`config.mk`:
```
export PLATFORM = sky130hd
export DESIGN_NAME = hms_clock_with_set_mode_unit
export DESIGN_NICKNAME = d
export VERILOG_FILES = /design/src/hms_pkg.sv /design/src/hms_scan.sv /design/src/hms_core.sv /design/src/hms_clock_with_set_mode_unit.sv
export SDC_FILE = /design/constraint.sdc
export NUM_CORES = 1
export LEC_CHECK = 0
export BUFFER_PORTS_ARGS = -buffer_cell sky130_fd_sc_hd__buf_2
export CAP_MARGIN = 5
export CORE_ASPECT_RATIO = 0.75
export CORE_UTILIZATION = 45
export DETAILED_ROUTE_END_ITERATION = 7
export PLACE_DENSITY = 0.68
export SETUP_SLACK_MARGIN = 0.4
export SLEW_MARGIN = 0
export SYNTH_ARGS = -nofsm -noshare
export SYNTH_HDL_FRONTEND = slang
export SYNTH_SLANG_ARGS = --single-unit
```
`constraint.sdc`:
```
create_clock -name clk -period 5.3 [get_ports clk]
set_input_delay 0.265 -clock clk [delete_from_list [all_inputs] [get_ports clk]]
set_output_delay 0.265 -clock clk [all_outputs]
set_load 0.005 [all_outputs]
```
`src/hms_pkg.sv`:
```
// Shared types, codes and lookup functions for the hh:mm:ss clock block.
// No dependencies; imported by every module of the block.
package hms_pkg;

	localparam logic [5:0] SEC_WRAP      = 6'd60;
	localparam logic [5:0] MIN_WRAP      = 6'd60;
	localparam logic [4:0] HOUR_WRAP     = 5'd24;
	localparam logic [4:0] HOUR_MAX      = 5'd23;
	localparam logic [5:0] MIN_MAX       = 6'd59;
	localparam logic [4:0] HOUR_RESET    = 5'd12;
	localparam logic [3:0] HOLD_RESET    = 4'd3;
	localparam logic [2:0] LAST_DIGIT    = 3'd5;
	localparam logic [7:0] SEG_BLANK     = 8'hff;
	localparam logic [7:0] TENS_RECIP    = 8'd205;
	localparam int         TENS_SHIFT    = 11;

	typedef enum logic [1:0] {
		KIND_SEC_TICK   = 2'd0,
		KIND_BLINK_TICK = 2'd1,
		KIND_BUTTON     = 2'd2,
		KIND_SCAN       = 2'd3
	} kind_t;

	typedef enum logic [2:0] {
		MODE_RUN      = 3'b001,
		MODE_SET_MIN  = 3'b010,
		MODE_SET_HOUR = 3'b100
	} mode_t;

	localparam logic [1:0] MODE_CODE_RUN  = 2'd0;
	localparam logic [1:0] MODE_CODE_MIN  = 2'd1;
	localparam logic [1:0] MODE_CODE_HOUR = 2'd2;

	typedef struct packed {
		kind_t kind;
		logic  set_button;
		logic  up_button;
		logic  down_button;
	} item_t;

	typedef struct packed {
		logic [4:0] hour;
		logic [5:0] min;
		logic [5:0] sec;
		mode_t      mode;
		logic       blink;
		logic [2:0] scan;
	} clk_state_t;

	function automatic logic [1:0] mode_code(input mode_t m);
		logic [1:0] c;
		unique case (m)
			MODE_RUN:      c = MODE_CODE_RUN;
			MODE_SET_MIN:  c = MODE_CODE_MIN;
			MODE_SET_HOUR: c = MODE_CODE_HOUR;
			default:       c = MODE_CODE_RUN;
		endcase
		return c;
	endfunction

	// common-anode patterns, bit 7 is the dot
	function automatic logic [7:0] seg_code(input logic [3:0] d);
		logic [7:0] s;
		unique case (d)
			4'd0:    s = 8'hc0;
			4'd1:    s = 8'hf9;
			4'd2:    s = 8'ha4;
			4'd3:    s = 8'hb0;
			4'd4:    s = 8'h99;
			4'd5:    s = 8'h92;
			4'd6:    s = 8'h82;
			4'd7:    s = 8'hf8;
			4'd8:    s = 8'h80;
			4'd9:    s = 8'h90;
			default: s = SEG_BLANK;
		endcase
		return s;
	endfunction

endpackage

```
`src/hms_scan.sv`:
```
// Display multiplexer decode: digit select, tens/units split, segments, dots, blanking.
// Depends on hms_pkg.
module hms_scan (
	input  hms_pkg::clk_state_t state,
	output logic [7:0]          segs,
	output logic [5:0]          enable,
	output logic [2:0]          scan_next
);
	import hms_pkg::*;

	logic [2:0]  idx;
	logic [1:0]  pair;
	logic [5:0]  val;
	logic [13:0] prod;
	logic [3:0]  tens;
	logic [5:0]  units;
	logic [3:0]  digit;
	logic        set_active;

	assign idx        = (state.scan > LAST_DIGIT) ? 3'd0 : state.scan;
	assign pair       = idx[2:1];
	assign set_active = (state.mode != MODE_RUN);

	always_comb begin
		unique case (pair)
			2'd0:    val = state.sec;
			2'd1:    val = state.min;
			default: val = {1'b0, state.hour};
		endcase
	end

	// divide by ten via reciprocal, exact for six-bit values
	assign prod  = {8'd0, val} * {6'd0, TENS_RECIP};
	assign tens  = {1'b0, prod[TENS_SHIFT +: 3]};
	assign units = val - 6'({tens, 3'b000} + {tens, 1'b0});
	assign digit = idx[0] ? tens : units[3:0];

	always_comb begin
		segs = seg_code(digit);
		if (!idx[0] && (idx != 3'd0) && (state.blink || set_active))
			segs[7] = 1'b0;
		enable = '0;
		if (!(state.blink && set_active && (pair == mode_code(state.mode))))
			enable = 6'd1 << idx;
	end

	assign scan_next = (idx >= LAST_DIGIT) ? 3'd0 : idx + 3'd1;

endmodule

```
`src/hms_core.sv`:
```
// Clock state registers and their next-state logic: time counting, set-button hold,
// set mode stepping and adjustment, blink phase and scan position. Depends on hms_pkg.
module hms_core (
	input  logic                clk,
	input  logic                arst_n,
	input  logic                fire,
	input  hms_pkg::item_t      item,
	input  logic [3:0]          hold_limit,
	input  logic [2:0]          scan_next,
	output hms_pkg::clk_state_t cur,
	output hms_pkg::clk_state_t nxt,
	output logic                restart
);
	import hms_pkg::*;

	clk_state_t state_q;
	logic [3:0] hold_q;
	logic [3:0] hold_d;
	logic [5:0] sec_inc;
	logic [5:0] min_inc;
	logic [4:0] hour_inc;
	logic [4:0] ticks;

	assign cur      = state_q;
	assign sec_inc  = state_q.sec + 6'd1;
	assign min_inc  = state_q.min + 6'd1;
	assign hour_inc = state_q.hour + 5'd1;
	assign ticks    = {1'b0, hold_q} + 5'd1;

	always_comb begin
		nxt     = state_q;
		hold_d  = hold_q;
		restart = 1'b0;
		unique case (item.kind)
			KIND_SEC_TICK: begin
				if (state_q.mode == MODE_RUN) begin
					if (state_q.sec >= SEC_WRAP - 6'd1) begin
						nxt.sec = '0;
						if (state_q.min >= MIN_WRAP - 6'd1) begin
							nxt.min  = '0;
							nxt.hour = (state_q.hour >= HOUR_WRAP - 5'd1) ? '0 : hour_inc;
						end else begin
							nxt.min = min_inc;
						end
					end else begin
						nxt.sec = sec_inc;
					end
					if (item.set_button) begin
						if (ticks >= {1'b0, hold_limit}) begin
							nxt.mode = MODE_SET_HOUR;
							nxt.sec  = '0;
							hold_d   = '0;
						end else begin
							hold_d = ticks[3:0];
						end
					end else begin
						hold_d = '0;
					end
				end
			end
			KIND_BLINK_TICK: nxt.blink = ~state_q.blink;
			KIND_BUTTON: begin
				if (state_q.mode != MODE_RUN) begin
					priority if (item.set_button) begin
						unique case (state_q.mode)
							MODE_SET_HOUR: nxt.mode = MODE_SET_MIN;
							MODE_SET_MIN: begin
								nxt.mode = MODE_RUN;
								restart  = 1'b1;
							end
							default: nxt.mode = state_q.mode;
						endcase
					end else if (item.up_button) begin
						if (state_q.mode == MODE_SET_HOUR)
							nxt.hour = (state_q.hour >= HOUR_MAX) ? '0 : hour_inc;
						else if (state_q.mode == MODE_SET_MIN)
							nxt.min = (state_q.min >= MIN_MAX) ? '0 : min_inc;
					end else if (item.down_button) begin
						if (state_q.mode == MODE_SET_HOUR)
							nxt.hour = (state_q.hour == '0 || state_q.hour > HOUR_MAX) ?
								HOUR_MAX : state_q.hour - 5'd1;
						else if (state_q.mode == MODE_SET_MIN)
							nxt.min = (state_q.min == '0 || state_q.min > MIN_MAX) ?
								MIN_MAX : state_q.min - 6'd1;
					end else begin
						nxt = state_q;
					end
				end
			end
			KIND_SCAN: nxt.scan = scan_next;
			default: nxt = state_q;
		endcase
	end

	always_ff @(posedge clk or negedge arst_n) begin
		if (!arst_n) begin
			state_q.hour  <= HOUR_RESET;
			state_q.min   <= '0;
			state_q.sec   <= '0;
			state_q.mode  <= MODE_RUN;
			state_q.blink <= 1'b0;
			state_q.scan  <= '0;
			hold_q        <= '0;
		end else if (fire) begin
			state_q <= nxt;
			hold_q  <= hold_d;
		end
	end

`ifndef SYNTHESIS
	a_hour_range: assert property (@(posedge clk) disable iff (!arst_n)
		state_q.hour < HOUR_WRAP) else $error("hour count out of range");
	a_min_sec_range: assert property (@(posedge clk) disable iff (!arst_n)
		state_q.min < MIN_WRAP && state_q.sec < SEC_WRAP) else $error("min/sec out of range");
	a_restart_run: assert property (@(posedge clk) disable iff (!arst_n)
		fire && restart |=> state_q.mode == MODE_RUN) else $error("restart without run");
	a_hold_clear_set: assert property (@(posedge clk) disable iff (!arst_n)
		state_q.mode == MODE_SET_HOUR && $past(state_q.mode) == MODE_RUN |-> hold_q == '0)
		else $error("hold count not cleared on entering set mode");
`endif

endmodule

```
`src/hms_clock_with_set_mode_unit.sv`:
```
// Top level of the hh:mm:ss clock with set mode and six-digit display scan.
// Depends on hms_pkg, hms_scan and hms_core.
//
// Input channel: in_valid/in_stall with kind, set_button, up_button, down_button.
// Output channel: out_valid/out_stall carrying one result per input transaction:
// segments and digit_enable for scan steps (blank otherwise), the time fields,
// mode, restart_second and blink_phase after the update.
// Configuration: cfg_wr_en/cfg_wr_data write hold_limit (reset value 3).
// Path: the input register, then the state update, then the result register.
// Throughput: one transaction per cycle while out_stall is low; the state update is
// counter logic between the input register and the result register.
// Reset: time is 12:00:00, run mode, blink phase and scan position zero, both
// registers empty.
// Stall: the result register holds while out_stall is high; the input register
// keeps taking one more transaction, then in_stall rises until the result moves.
module hms_clock_with_set_mode_unit (
	input  logic       clk,
	input  logic       arst_n,
	input  logic       in_valid,
	output logic       in_stall,
	input  logic [1:0] kind,
	input  logic       set_button,
	input  logic       up_button,
	input  logic       down_button,
	input  logic       cfg_wr_en,
	input  logic [3:0] cfg_wr_data,
	output logic       out_valid,
	input  logic       out_stall,
	output logic [7:0] segments,
	output logic [5:0] digit_enable,
	output logic [4:0] hours,
	output logic [5:0] minutes,
	output logic [5:0] seconds,
	output logic [1:0] mode,
	output logic       restart_second,
	output logic       blink_phase
);
	import hms_pkg::*;

	logic [3:0] hold_lim_q;
	logic       valid_s1;
	item_t      item_s1;
	logic       out_free;
	logic       advance;
	clk_state_t cur;
	clk_state_t nxt;
	logic       restart;
	logic [7:0] scan_segs;
	logic [5:0] scan_en;
	logic [2:0] scan_next;

	assign out_free = !out_valid || !out_stall;
	assign advance  = valid_s1 && out_free;
	assign in_stall = valid_s1 && !out_free;

	always_ff @(posedge clk or negedge arst_n) begin
		if (!arst_n) begin
			hold_lim_q <= HOLD_RESET;
		end else if (cfg_wr_en) begin
			hold_lim_q <= cfg_wr_data;
		end
	end

	always_ff @(posedge clk or negedge arst_n) begin
		if (!arst_n)
			valid_s1 <= 1'b0;
		else if (!in_stall)
			valid_s1 <= in_valid;
	end

	always_ff @(posedge clk) begin
		if (in_valid && !in_stall)
			item_s1 <= '{kind: kind_t'(kind), set_button: set_button,
				up_button: up_button, down_button: down_button};
	end

	hms_scan u_scan (
		.state     (cur),
		.segs      (scan_segs),
		.enable    (scan_en),
		.scan_next (scan_next)
	);

	hms_core u_core (
		.clk        (clk),
		.arst_n     (arst_n),
		.fire       (advance),
		.item       (item_s1),
		.hold_limit (hold_lim_q),
		.scan_next  (scan_next),
		.cur        (cur),
		.nxt        (nxt),
		.restart    (restart)
	);

	always_ff @(posedge clk or negedge arst_n) begin
		if (!arst_n)
			out_valid <= 1'b0;
		else if (out_free)
			out_valid <= advance;
	end

	always_ff @(posedge clk) begin
		if (advance) begin
			if (item_s1.kind == KIND_SCAN) begin
				segments     <= scan_segs;
				digit_enable <= scan_en;
			end else begin
				segments     <= SEG_BLANK;
				digit_enable <= '0;
			end
			hours          <= nxt.hour;
			minutes        <= nxt.min;
			seconds        <= nxt.sec;
			mode           <= mode_code(nxt.mode);
			restart_second <= restart;
			blink_phase    <= nxt.blink;
		end
	end

`ifndef SYNTHESIS
	a_stall_cause: assert property (@(posedge clk) disable iff (!arst_n)
		in_stall |-> valid_s1 && out_valid && out_stall) else $error("spurious input stall");
	a_restart_mode: assert property (@(posedge clk) disable iff (!arst_n)
		out_valid && restart_second |-> mode == MODE_CODE_RUN) else $error("restart outside run");
	a_enable_onehot: assert property (@(posedge clk) disable iff (!arst_n)
		out_valid |-> $onehot0(digit_enable)) else $error("digit enable not one-hot");
	a_cfg_taken: assert property (@(posedge clk) disable iff (!arst_n)
		cfg_wr_en |=> hold_lim_q == $past(cfg_wr_data))
		else $error("hold limit write lost");
`endif

endmodule

```
== Word-level counts from Yosys, hierarchy flattened ==
Memory sizes are Yosys's and may differ from the RTL's. A register that Yosys moved wholly into a read port is not among the register bits.
Index checks and enable logic that the tools add are counted.

* Latch bits: 0
* Register bits after elaboration: 74
* Word-level logic and storage cells: 117
* Memories: 1
* Input bits: 14
* Output and inout port bits: 37
* Memory bits (read-only): 112
* Memory bits (writable): 0

* Add/subtract/negate cells: 9
* $mul: 1
* Order comparisons: 8
* Multiplexer cells: 35
* Reduce and logical (&&, ||, !) cells: 26
* Bitwise gates (word level): 3
* Shift-type cells: 1
* Divide/modulo/power cells: 0
* Equality and inequality tests: 11

{| class="wikitable"
|+ Memory list
! name !! depth !! width !! read ports !! clocked after Yosys merged registers in !! write ports !! RTL line !! text
|-
| (no name shown) || 16 || 7 || 1 || 1 || 0 || hms_pkg.sv:64 || <nowiki>unique case (d)</nowiki>
|}

{| class="wikitable"
|+ Operators by type and width
! kind !! count
|-
| 2-to-1 mux 6 bit || 7
|-
| one-hot mux 20 bit (2 select lines) || 1
|-
| 2-to-1 mux 11 bit || 3
|-
| 2-to-1 mux 5 bit || 5
|-
| 2-to-1 mux 24 bit || 1
|-
| 2-to-1 mux 20 bit || 1
|-
| 2-to-1 mux 9 bit || 2
|-
| 2-to-1 mux 17 bit || 1
|-
| multiplier 6 x 8 -> 14 bit, second input constant || 1
|-
| adder 6 x 1 -> 6 bit, second input constant || 2
|-
| >= comparator 6 bit, second input constant || 2
|-
| 2-to-1 mux 4 bit || 3
|-
| one-hot mux 3 bit (2 select lines) || 2
|-
| one-hot mux 6 bit (2 select lines) || 1
|-
| 2-to-1 mux 3 bit || 3
|-
| AND reduction 3 bit || 3
|-
| one-hot mux 2 bit (2 select lines) || 2
|-
| logical AND 1 bit || 7
|-
| equality test 3 x 2 -> 1 bit, second input constant || 2
|-
| equality test 3 bit, second input constant || 2
|-
| greater-than comparator 6 bit, second input constant || 1
|-
| logical NOT 1 bit || 6
|-
| logical NOT 6 bit || 1
|-
| << shifter 1 x 3 -> 6 bit, first input constant || 1
|-
| other kinds (25) || 34
|}

== Logic depth before layout (Yosys ltp) ==
* Depth after elaboration: 12
* Depth in mapped cells: 26
* Depth with buffers taken out: 25

== Hierarchy ==
Synthesis repeated with hierarchy kept, for this count alone.

* Cells, all modules: 659
* Area total of the unflattened synthesis: 5993.2 um2

{| class="wikitable"
|+ By module, submodules not included
! module !! area an instance (um2) !! cells each !! times used !! seq. area each (um2)
|-
| hms_core || 2882.8 || 385 || 1 || 704.4
|-
| hms_scan || 1559.0 || 201 || 1 || 0.0
|-
| hms_clock_with_set_mode_unit || 1551.5 || 73 || 1 || 1353.8
|}

== Worst setup path after synthesis ==
Ideal clock, no wire load.

* Kind: reg2reg
* Start point: reg u_core.state_q, in the netlist u_core.cur[1]
* End point: reg segments[0], data pin
* Arrival: 5371 ps
* Required time: 5025 ps
* Path buffers: 2
* Setup slack: -346 ps
* Period minus slack after synthesis: 5646 ps
* Stages on the path, launching flop included: 24
* Library setup time: 275 ps
* Path through: dfrtp_1 inv_1 ha_1 buf_2 clkbuf_1 nor2_1 a21oi_1 inv_1 ha_1 fa_1 fa_1 ha_1 a21oi_1 o21bai_1 mux2_2 nor3_1 ha_1 nand2b_1 o21ai_0 inv_1 ha_1 or2_2 a22oi_1 o21ai_0

* Cells in the longest elaborated chain, start to end: 8
* Elaborated cells between the ends (all ways): 9
* Classes of those cells: add/sub (2); mul (1); order compare (1); eq/ne (1); mux (3); reduce/logical (1)

{| class="wikitable"
|+ Ends and longest elaborated chain
! item !! RTL line !! text
|-
| from (decl) || hms_core.sv:16 || <nowiki>clk_state_t state_q;</nowiki>
|-
| from (signal assigned) || hms_core.sv:105 || <nowiki>state_q <= nxt;</nowiki>
|-
| greater-than comparator 3 bit || hms_scan.sv:20 || <nowiki>assign idx = (state.scan > LAST_DIGIT) ? 3'd0 : state.scan;</nowiki>
|-
| 2-to-1 mux 3 bit (*) || hms_scan.sv:20 ||
|-
| equality test 2 x 1 -> 1 bit or logical NOT 2 bit (tied branches) || hms_scan.sv:25 || <nowiki>unique case (pair)</nowiki>
|-
| one-hot mux 6 bit (2 select lines) || hms_scan.sv:25 ||
|-
| multiplier 6 x 8 -> 14 bit || hms_scan.sv:33 || <nowiki>assign prod = {8'd0, val} * {6'd0, TENS_RECIP};</nowiki>
|-
| adder 4 bit || hms_scan.sv:35 || <nowiki>assign units = val - 6'({tens, 3'b000} + {tens, 1'b0});</nowiki>
|-
| subtractor 4 bit || hms_scan.sv:35 ||
|-
| 2-to-1 mux 4 bit (*) || hms_scan.sv:36 || <nowiki>assign digit = idx[0] ? tens : units[3:0];</nowiki>
|-
| to (decl) || hms_clock_with_set_mode_unit.sv:29 || <nowiki>output logic [7:0] segments,</nowiki>
|}

Every way passes the cells marked *; elsewhere a longest branch is shown, timed or not.
A chain may end at the register's enable or synchronous reset.

== Worst setup path after layout ==
* Start point: reg u_core.state_q, in the netlist u_core.cur[1]
* End point: reg segments[5], data pin

Same word-level chain as after synthesis.

==> impl.org <==
** Finish
- The area growth from synthesis to layout is 28.2%.
- Share of layout cells above drive strength 1 :: 33.1%
- Commonest cells after routing, fill and taps aside :: 55 x nand2_1, 50 x buf_2, 45 x buf_4
- 0 antenna diodes ended up in the layout.
- Non-filler cells, final :: roughly 840
- Final layout net count :: 735
- Cells fill 59.9% of the core in the end.
- The filler cells instantiated in the layout total 933.
- Leaving out fill and tap cells, the most frequent cell in the layout is nand2_1.

** GRT
- The initial antenna violation count is 0.
- For this run, the total global-route usage over all layers was measured as 24.1%.
- The first global-routing pass estimated 23,800 um of wire.
- Remaining Overflow, GRT :: 0
- Entering global routing, the biggest net connects 53 pins.
- Vias in the first global route :: 4,701

** Die
- For this configuration, the core starts out at a cell density of 46.7%.
- From bottom edge to top edge, the die measures 97.5 um.
- Area of the die :: 0.0126 mm^2
- Cell Rows :: 34
- The core region is 0.0117 mm^2.
- The die is 129 um wide.
- Number of top-level design ports :: 51

** Run
- Max-cap violations in this run came to 0.

** CTS
- Buffers inserted during clock tree synthesis total 9.
- Number of sinks driven by the clock tree :: 74
- Clock-pin slew was measured on the worst setup and hold paths at 0.06 ns.
- TritonCTS clock tree :: done
- At the later pin of the worst-skew pair, clock insertion delay measures 0.34 ns.
- The H-tree was split into 3 levels.
- The clock passes through at most 2 buffers.
- The tree is rooted in a clkbuf_16.

** Place
- Buffers placed on the I/O ports in this run total 50.
- Placed wire-length estimate :: 9790 um
- Placed Cells incl. Taps :: 790
- Placer Congestion :: 0.935
- Pre-CTS setup slack :: -0.0300 ns

** Timing
- Setup violations remaining at the end of the flow were counted as 0.
- Pins Over Slew Limit :: 0
- Measured against its own limit, the worst slew margin works out to 24.4%.
- Peak Freq :: 196 MHz
- After layout, the worst path uses 96.1% of the clock period.
- Across the routed clock network, the largest skew measured is 0.00836 ns.
- The final hold violation count came to 0.
- Across all setup checks in the final design, the least slack found is 0.208 ns.
- The worst path in the final design needs a cycle of 5.09 ns, including I/O delays and setup.
- At the pin with the least slew margin, the transition time is 1.13 ns.
- RSZ-0062 raised after global routing :: true

** Power
- The analysis attributes to cell leakage a power of just under 3 nW.
- Total power per unit cell area :: 471 mW/mm^2
- Worst vdd ir :: approximately 230 uV
- Summing internal, switching and leakage power gives roughly 3.3 mW.

** Synth
- Cell area after technology mapping :: 0.00547 mm^2
- Cell type contributing the most total cell area after synthesis :: edfxtp_1
- Most used flip-flop cell after synthesis :: edfxtp_1
- Gate Count Post-Synth :: 588
- The share of synthesized area in the top cell type comes to 22.0%.
- Async set-reset flop share out of synthesis :: between 40 and 50%
- Ranking of synthesized cells by area :: edfxtp_1 22%, dfrtp_1 13%, ha_1 11%
- Yosys printed 0 warnings.
- Mean instance size in the synthesized netlist :: roughly 9.3 um^2
- Synthesis instantiated between 80 and 90 different standard cells from the library.
- Sequential area share after synthesis :: 37.7%
- In this run, synthesis inferred 40 flip-flops with an integrated enable.
- Counting every net in the synthesized netlist gives between 600 and 700.
- Synthesis inferred 74 register bits.

** Detailed routing
- Final wirelength :: about 14,000 um
- Drt wl/cell :: 17.2 um
- In the routed layout, each cell is associated on average with a via count of 5.78.
- The final route contains 4,830 vias.
- For this run, design rule violations remaining after detail routing come to 0.
- The first routing iteration left approximately 440 violations.
- Before antenna repair, the detailed router went through 5 iterations.
- Antenna-violating nets left :: 0

** Setup path
- Launching element type of the critical path :: register
- The worst setup path is captured at a register.
- Worst endpoint required time :: 5.34 ns
- Max FO, Critical Path :: 6
- Data arrives at the worst endpoint at just over 5 ns.
- The critical path in this run is classified as reg -> reg.

** Worst hold path
- The path class of the tightest hold or removal check is in -> async.

** Outcome
- The run finished with clean final reports.
## layout make-up
class                      instances  area, um^2  area share (%)
clock buffer                      10         229            3.27
sequential                        74        2060            29.4
multi-input combinational        441        3630            51.9
timing repair buffer              97         619            8.84
clock inverter                     6        90.1            1.29
inverter                          45         171            2.45
tap                              162         203            2.89
## flip-flops by register name, summed over array words and instances, names as in the netlist
name / cells
mode: 2
restart_second: 1
out_valid: 1
u_core.cur: 24
hold_lim_q: 4
valid_s1: 1
item_s1: 5
minutes: 6
hours: 5
segments: 8
u_core.hold_q: 4
digit_enable: 6
seconds: 6
blink_phase: 1
## timing repair
item,in CTS,in global routing
hold buffers,0,0
gates cloned,0,0
setup buffers,25,4
gates resized for setup,41,10
pin swaps,42,10
setup endpoints to repair,7,7
## per-layer routing
metal | part of all wire [%] | GRT usage [%] | routed length [um]
met1 | 47 | 34.4 | 6750
met5 | 0 | 0 | 0
met4 | 1.3 | 6.52 | 191
met3 | 5.8 | 4.24 | 827
met2 | 46 | 37.4 | 6590
## metrics by stage
stage	setup TNS, ns	hold WS [ns]	cell area [um^2]
5_1_grt	0	0.0915	7010
6_report	0	0.0290	7010
4_1_cts	0	0.0497	6920
3_3_place_gp	0	0.408	6170
3_5_place_dp	-0.0361	0.410	6170
2_1_floorplan	0	-0.0306	5710
## logic make-up (layout without fill, tap and decap cells)
kind of cell,count (synthesis),in the layout,share of synthesized area (%)
and+or+nand+nor,186,186,17.2
AOI/OAI and AO/OA,169,169,20.7
DFF,74,74,37.7
buffers and inverters,73,158,5.17
adders and majority gates,53,53,13.0
muxes,17,17,3.46
xor gates and xnor gates,16,16,2.84
## synth_stat cells (6+ instances only)
cell,instances
o21ai_0,47
nand2b_1,12
mux2_2,15
inv_1,43
nor3_1,15
edfxtp_1,40
nand3_1,16
xor2_1,7
o211ai_1,8
a22o_1,6
dfrtp_1,29
clkbuf_1,25
a21o_1,8
a21oi_1,33
fa_1,6
ha_1,47
a22oi_1,12
xnor2_1,8
and3_1,7
nand2_1,58
nor2_1,37
## final timing paths
| check | start | end | slack [ns] | cells after the start |
|---|---|---|---|---|
| max reg2reg | u_core.cur[1] | segments[5] | 0.21 | 23 |
| max | u_core.cur[1] | segments[5] | 0.21 | 23 |
| min | arst_n | u_core.cur[15] | 0.03 | 1 |
| min in group clk | kind[1] | item_s1[4] | 0.10 | 1 |
| min reg2reg | u_core.cur[0] | u_core.cur[0] | 0.50 | 2 |
| max in group asynchronous | arst_n | u_core.cur[1] | 4.69 | 1 |
## worst max-delay path, cell delays in order, from the launching register on
cell and delay [ns]:
dfrtp_2 0.44, buf_6 0.13, ha_4 0.18, a22oi_2 0.16
nor2_1 0.07, a21oi_2 0.16, inv_2 0.11, ha_4 0.29
inv_2 0.03, fa_1 0.48, inv_2 0.05, ha_4 0.24
ha_4 0.26, nand4b_1 0.15, or3_4 0.40, o31ai_4 0.23
nor3_4 0.09, ha_4 0.27, nand2b_4 0.13, o21ai_4 0.12
ha_4 0.23, or2_2 0.29, a22oi_1 0.16, o21ai_1 0.10
## power by group
group / internal (mW) / switching [mW]
logic: 0.919 / 0.961
clock network: 0.414 / 0.241
registers: 0.705 / 0.0619
total: 2.04 / 1.26
Power figures use the tool's default switching activity.
